$ cat config.mk
export PLATFORM = sky130hd
export DESIGN_NAME = brrip_ctrl
export DESIGN_NICKNAME = d
export VERILOG_FILES = /design/src/hw/rtl/brrip_pkg.sv /design/src/hw/rtl/brrip_ctrl.sv
export SDC_FILE = /design/constraint.sdc
export NUM_CORES = 1
export LEC_CHECK = 0
export ABC_AREA = 1
export BUFFER_PORTS_ARGS = -buffer_cell sky130_fd_sc_hd__buf_2
export CAP_MARGIN = 30
export CORE_MARGIN = 1.5
export CORE_UTILIZATION = 30
export CTS_CLUSTER_SIZE = 14
export DETAILED_ROUTE_END_ITERATION = 8
export SLEW_MARGIN = 20
export SYNTH_ARGS = -nofsm -noshare
export SYNTH_HDL_FRONTEND = slang
export SYNTH_SLANG_ARGS = --single-unit
$ cat constraint.sdc
create_clock -name clk_i -period 2.35 [get_ports clk_i]
set_input_delay 0.47 -clock clk_i [delete_from_list [all_inputs] [get_ports clk_i]]
set_output_delay 0.47 -clock clk_i [all_outputs]
set_load 0.01 [all_outputs]
$ cat src/hw/rtl/brrip_pkg.sv
// ============================================================================
// brrip_pkg: shared types and constants for the bandit RRIP replacement block
// Geometry, request codes, controller states and the command/status structs.
// ============================================================================
`default_nettype none

package brrip_pkg;

  localparam int unsigned NumSets   = 2048;
  localparam int unsigned NumWays   = 16;
  localparam int unsigned RrpvBits  = 2;
  localparam int unsigned NumArms   = 3;
  localparam int unsigned SetBits   = 11;
  localparam int unsigned WayBits   = 4;
  localparam int unsigned CntBits   = 16;
  localparam int unsigned RowBits   = NumWays * RrpvBits;
  localparam int unsigned ArmRowBits = NumWays * 2;
  localparam int unsigned CntRowBits = NumArms * CntBits;
  localparam logic [RrpvBits-1:0] RrpvTop = '1;
  localparam logic [15:0] GainReset = 16'd4096;
  localparam logic [15:0] Ln2Q16 = 16'd45426;

  typedef enum logic [1:0] {
    REQ_VICTIM = 2'd0,
    REQ_HIT    = 2'd1,
    REQ_FILL   = 2'd2,
    REQ_NONE   = 2'd3
  } req_e;

  typedef enum logic [3:0] {
    ST_CLEAR,
    ST_IDLE,
    ST_READ,
    ST_DECODE,
    ST_LOG,
    ST_LN,
    ST_ARM_DIV,
    ST_ARM_SQRT,
    ST_ARM_MUL,
    ST_WRITE,
    ST_OUT
  } state_e;

  // controller -> datapath
  typedef struct packed {
    logic clear_step;   // write reset row at clear pointer
    logic capture;      // latch request
    logic read;         // issue memory reads
    logic log_start;
    logic log_step;
    logic ln_calc;
    logic div_start;
    logic div_step;
    logic sqrt_start;
    logic sqrt_step;
    logic ucb_calc;     // compute ucb of current arm and compare
    logic arm_next;
    logic write;        // update memories, load result
  } dp_cmd_t;

  // datapath -> controller
  typedef struct packed {
    logic clear_done;
    logic untried;      // some arm of the set has zero selections
    logic needs_pick;   // request is a valid fill
    logic log_done;
    logic div_done;
    logic sqrt_done;
    logic last_arm;
  } dp_sts_t;

endpackage

`default_nettype wire

$ cat src/hw/rtl/brrip_ctrl.sv
// ============================================================================
// brrip_ctrl: controller state machine
// Sequences clearing, memory read, log, per-arm divide/sqrt/ucb and writeback.
// ============================================================================
`default_nettype none

module brrip_ctrl (
  input  wire logic             clk_i,
  input  wire logic             rst_ni,
  input  wire logic             req_valid_i,
  output logic                  req_ready_o,
  output logic                  rsp_valid_o,
  input  wire logic             rsp_ready_i,
  input  wire brrip_pkg::dp_sts_t sts_i,
  output brrip_pkg::dp_cmd_t    cmd_o
);
  import brrip_pkg::*;

  state_e state_q, state_d;

  // next state
  always_comb begin
    state_d = state_q;
    case (state_q)
      ST_CLEAR:    if (sts_i.clear_done) state_d = ST_IDLE;
      ST_IDLE:     if (req_valid_i) state_d = ST_READ;
      ST_READ:     state_d = ST_DECODE;
      ST_DECODE:   state_d = (sts_i.needs_pick && !sts_i.untried) ? ST_LOG : ST_WRITE;
      ST_LOG:      if (sts_i.log_done) state_d = ST_LN;
      ST_LN:       state_d = ST_ARM_DIV;
      ST_ARM_DIV:  if (sts_i.div_done) state_d = ST_ARM_SQRT;
      ST_ARM_SQRT: if (sts_i.sqrt_done) state_d = ST_ARM_MUL;
      ST_ARM_MUL:  state_d = sts_i.last_arm ? ST_WRITE : ST_ARM_DIV;
      ST_WRITE:    state_d = ST_OUT;
      ST_OUT: begin
        if (rsp_ready_i) state_d = ST_IDLE;
      end
      default:     state_d = ST_IDLE;
    endcase
  end

  // outputs
  always_comb begin
    cmd_o       = '0;
    req_ready_o = 1'b0;
    rsp_valid_o = 1'b0;
    case (state_q)
      ST_CLEAR:    cmd_o.clear_step = 1'b1;
      ST_IDLE: begin
        req_ready_o   = 1'b1;
        cmd_o.capture = req_valid_i;
      end
      ST_READ:     cmd_o.read = 1'b1;
      ST_DECODE:   cmd_o.log_start = 1'b1;
      ST_LOG:      cmd_o.log_step = 1'b1;
      ST_LN: begin
        cmd_o.ln_calc   = 1'b1;
        cmd_o.div_start = 1'b1;
      end
      ST_ARM_DIV: begin
        cmd_o.div_step   = 1'b1;
        cmd_o.sqrt_start = sts_i.div_done;
      end
      ST_ARM_SQRT: cmd_o.sqrt_step = 1'b1;
      ST_ARM_MUL: begin
        cmd_o.ucb_calc  = 1'b1;
        cmd_o.arm_next  = 1'b1;
        cmd_o.div_start = !sts_i.last_arm;
      end
      ST_WRITE:    cmd_o.write = 1'b1;
      ST_OUT:      rsp_valid_o = 1'b1;
      default:     cmd_o = '0;
    endcase
  end

  always_ff @(posedge clk_i or negedge rst_ni) begin
    if (!rst_ni) begin
      state_q <= ST_CLEAR;
    end else begin
      state_q <= state_d;
    end
  end

  // no transaction taken while clearing or busy
  assert property (@(posedge clk_i) disable iff (!rst_ni)
    req_ready_o |-> state_q == ST_IDLE) else $error("ready outside idle");
  assert property (@(posedge clk_i) disable iff (!rst_ni)
    (rsp_valid_o && !rsp_ready_i) |=> rsp_valid_o) else $error("response dropped");
  assert property (@(posedge clk_i) disable iff (!rst_ni)
    !(req_ready_o && rsp_valid_o)) else $error("overlap of request and response");

endmodule

`default_nettype wire

Yosys cells after proc, flatten, opt, wreduce, memory -nomap -nowiden
Index checks and enable logic that the tools add are counted.

storage, ports and cells
  bits of input ports = 11
  output and inout bits = 15
  logic and storage cells = 44
  register bits = 4

cells by class
  equality and inequality tests = 16
  multiplexer cells = 22
  reductions and logical operators = 5

operator list
  kind                  count
  $pmux W4 S11          1
  $mux W4               8
  $eq A4 B3 Y1 const B  4
  $eq A4 B4 Y1 const B  3
  $ne A2 B2 Y1 const B  6
  $mux W1               10
  $eq A4 B2 Y1 const B  2
  $reduce_and A6 Y1     1
  $eq A4 B1 Y1 const B  1
  $logic_not A4 Y1      1
  $mux W2               2
  $logic_not A1 Y1      2
  $pmux W1 S2           1
  $logic_and A1 B1 Y1   1

Depth between registers and ports, before layout
  word-level depth = 4
  mapped depth = 9
  depth with buffers taken out = 8

Worst setup path after synthesis
No wires, ideal clock.

  path type = register to output
  from = register state_q[0]
  to = output port cmd_o[2] in the netlist's numbering
  path slack = 0.724 ns
  cell stages (with the launch flop) = 6
  required time = 1.880 ns
  arrival time = 1.156 ns
  cell sequence = dfrtp_1 buf_4 nor2_1 inv_1 nor2_1 buf_4

RTL lines
  item                    RTL line          RTL
  from (decl)             brrip_ctrl.sv:19  state_e state_q, state_d;
  from (signal assigned)  brrip_ctrl.sv:80  state_q <= state_d;
  to (decl)               brrip_ctrl.sv:15  output brrip_pkg::dp_cmd_t cmd_o

==> flow_metrics.env <==
export IMPL_io_pins=26
export IMPL_antenna_found_initial=0
export IMPL_synth_fp_nets=102
export IMPL_p_clk_share_pct=11.8
export IMPL_crit_fanout=8
export IMPL_gp_congestion=0.8617
export IMPL_core_area_um2=1524
export IMPL_die_w_um=43.59
export IMPL_dp_hpwl_um=1078
export IMPL_row_count=14
export IMPL_crit_path_start_kind="register"
export IMPL_drive_above_1_share_pct=34.19
export IMPL_yosysTopAreaCell="dfrtp_1"
export IMPL_rsz0062_at_grt="false"
export IMPL_vias=628
export IMPL_synth_most_common_cell="nand2_1"
export IMPL_met3_length_um=64
export IMPL_whs_ns=0.03673
export IMPL_internal_power_uw=321.9
export IMPL_path_buf_inv=1
export IMPL_cp_depth=4
export IMPL_synth_top_area_share_pct=20.25
export IMPL_viasPerCell=4.722
export IMPL_regMostFlops="state_q"
export IMPL_ctsLongestPathBuffers=2
export IMPL_required_ns=1.88
export IMPL_clock_sinks=4
export IMPL_netlist_top_cells_area="dfrtp_1, nand2_1, nand3_1"
export IMPL_grt_max_degree=9
export IMPL_overflow=0
export IMPL_top_regs="state_q: 4 flops"
export IMPL_highest_layer="met3"
export IMPL_end_kind="output port"
export IMPL_finalSetupViolCount=0
export IMPL_drc=0
export IMPL_maxCapViolCount=0
export IMPL_antenna_left=0
export IMPL_status="complete, no violations"
export IMPL_cts_hold_buffers=0
export IMPL_final_area_um2=646.9
export IMPL_wl_met2_um=580
export IMPL_slew_violations=0
export IMPL_port_buffers=25
export IMPL_synth_common_cells="nand2_1, inv_1, nand3_1"
export IMPL_synth_distinct_cells=16
export IMPL_skew_ns=0.003318
export IMPL_cp_startpoint="state_q[0]$_DFFE_PN0P_"
export IMPL_grt_use_total_pct=13.48
export IMPL_ctsResizeCount=0
export IMPL_p_leak_uw=0.0004390
export IMPL_area_growth_pct=30.89
export IMPL_path_class="register to output port"
export IMPL_period_minus_slack_ns=1.871
export IMPL_largest_reg_flops=4
export IMPL_syn_area_um2=494.2
export IMPL_ff2ff_path_depth=6
export IMPL_yosys_warnings=0
export IMPL_synth_edf_count=0
export IMPL_wl_um=1234
export IMPL_place_area_um2=624.3
export IMPL_vdd_drop_max_uv=292.8
export IMPL_first_global_vias=519
export IMPL_swShare_pct=53.73
export IMPL_avgRoutedWirePerCell_um=9.278
export IMPL_diodes=0
export IMPL_pwr_share_seq_pct=21.6
export IMPL_worstReg2RegEnd="state_q[2]$_DFFE_PN0P_"
export IMPL_ctsRootBufferMaster="clkbuf_4"
export IMPL_cts_made_buffers=3
export IMPL_initial_core_util_pct=32.43
export IMPL_tightest_slew_ns=0.2894
export IMPL_max_stage_delay_ns=0.47
export IMPL_avgSynthCellArea_um2=5.431
export IMPL_tns_ns=0
export IMPL_grt_pass1_wl_um=1987
export IMPL_synth_flop_cell="dfrtp_1"
export IMPL_yosysSeqAreaShare_pct=20.25
export IMPL_wl_met1_um=589
export IMPL_post_cts_buffers=0
export IMPL_power_density_nw_per_um2=1075
export IMPL_switching_power_uw=373.8
export IMPL_cp_top_family="flip-flops"
export IMPL_critPathSlowestCell="dfrtp_1"
export IMPL_insertion_delay_ns=0.23
export IMPL_cts_reportedPaths_clkPinSlew_ns=0.04
export IMPL_combPwrFrac_pct=66.6
export IMPL_layout_nets=130
export IMPL_r2r_setup_slack_ns=1.04
export IMPL_ys_ff_latch=4
export IMPL_period_share_pct=79.61
export IMPL_die_area_um2=1900
export IMPL_path_cells="nor2_1 -> nand3_1 -> o21ai_0 -> buf_2"
export IMPL_cts_tree="yes"
export IMPL_min_path_type="input pin to async pin"
export IMPL_dr_pass1_iters=6
export IMPL_netlist_instances=91
export IMPL_regToRegStartpoint="state_q[0]$_DFFE_PN0P_"
export IMPL_fp_dieH_um=43.59
export IMPL_drt_iter0_markers=17
export IMPL_htree_levels=1
export IMPL_fmaxAchievable_mhz=534.5
export IMPL_endpoint="cmd_o[6]"
export IMPL_max_slew_margin_rel_pct=80.63
export IMPL_async_flop_share_pct=100.0
export IMPL_hold_viol=0
export IMPL_arrival_ns=1.40
-- layout make-up --
cell class	instances	area (µm²)
fillers	183	877.1
repair buffers	25	125.1
inverters	20	75.07
clock buffers	3	22.52
multi-input cells	65	304.0
well taps	16	20.02
flip-flops and latches	4	100.1
-- worst min-delay path by stage --
stage / to / slack, ns
2_1_floorplan: state_q[0]$_DFFE_PN0P_ / 0.17
3_3_place_gp: state_q[1]$_DFFE_PN0P_ / 0.28
3_5_place_dp: state_q[1]$_DFFE_PN0P_ / 0.28
4_1_cts: state_q[0]$_DFFE_PN0P_ / 0.03
5_1_grt: state_q[0]$_DFFE_PN0P_ / 0.04
6_report: state_q[3]$_DFFE_PN0P_ / 0.04
-- through the flow --
step                      setup slack [ns]  total power [µW]  util (%)  cells
after floorplan                     0.7244             495.1         -     91
after global placement              0.7780             616.3     40.97    130
after detailed placement            0.7289             615.5     40.97    130
after CTS                           0.4780             701.4     42.45    133
after global routing                0.3870             772.9     42.45    133
final                               0.4792             695.7     42.45    133
-- per-layer routing --
layer | global-route usage, % | vias up
met2 | 21.18 | 20
li1 | - | 326
met5 | 0 | -
met3 | 0 | 0
met4 | 6.667 | 0
met1 | 19.13 | 282
-- power by group through the flow --
stage	clock network, µW	registers, µW	logic (µW)
3_5_place_dp	0	150	466
5_1_grt	91.1	154	527
3_3_place_gp	0	148	468
2_1_floorplan	0	122	373
4_1_cts	85.3	149	467
6_report	82.2	150	463
-- logic make-up (layout without fill, tap and decap cells) --
kind of cell | Yosys count | after routing | synth area share (%)
AND/OR/NAND/NOR | 63 | 63 | 59.49
buffers and inverters | 22 | 48 | 18.23
flip-flops | 4 | 4 | 20.25
AO/OA/AOI/OAI | 2 | 2 | 2.023
-- layout by cell type (no fill, tap or decap), types with 2 or more instances in the layout --
master,count
clkbuf_4,3
buf_2,25
nor3_1,2
inv_1,16
nor2_2,4
nand3_1,15
dfrtp_1,4
inv_2,4
nand2_2,2
nor2_1,14
nand2_1,22
No activity file was read; power rests on OpenSTA's default activity.
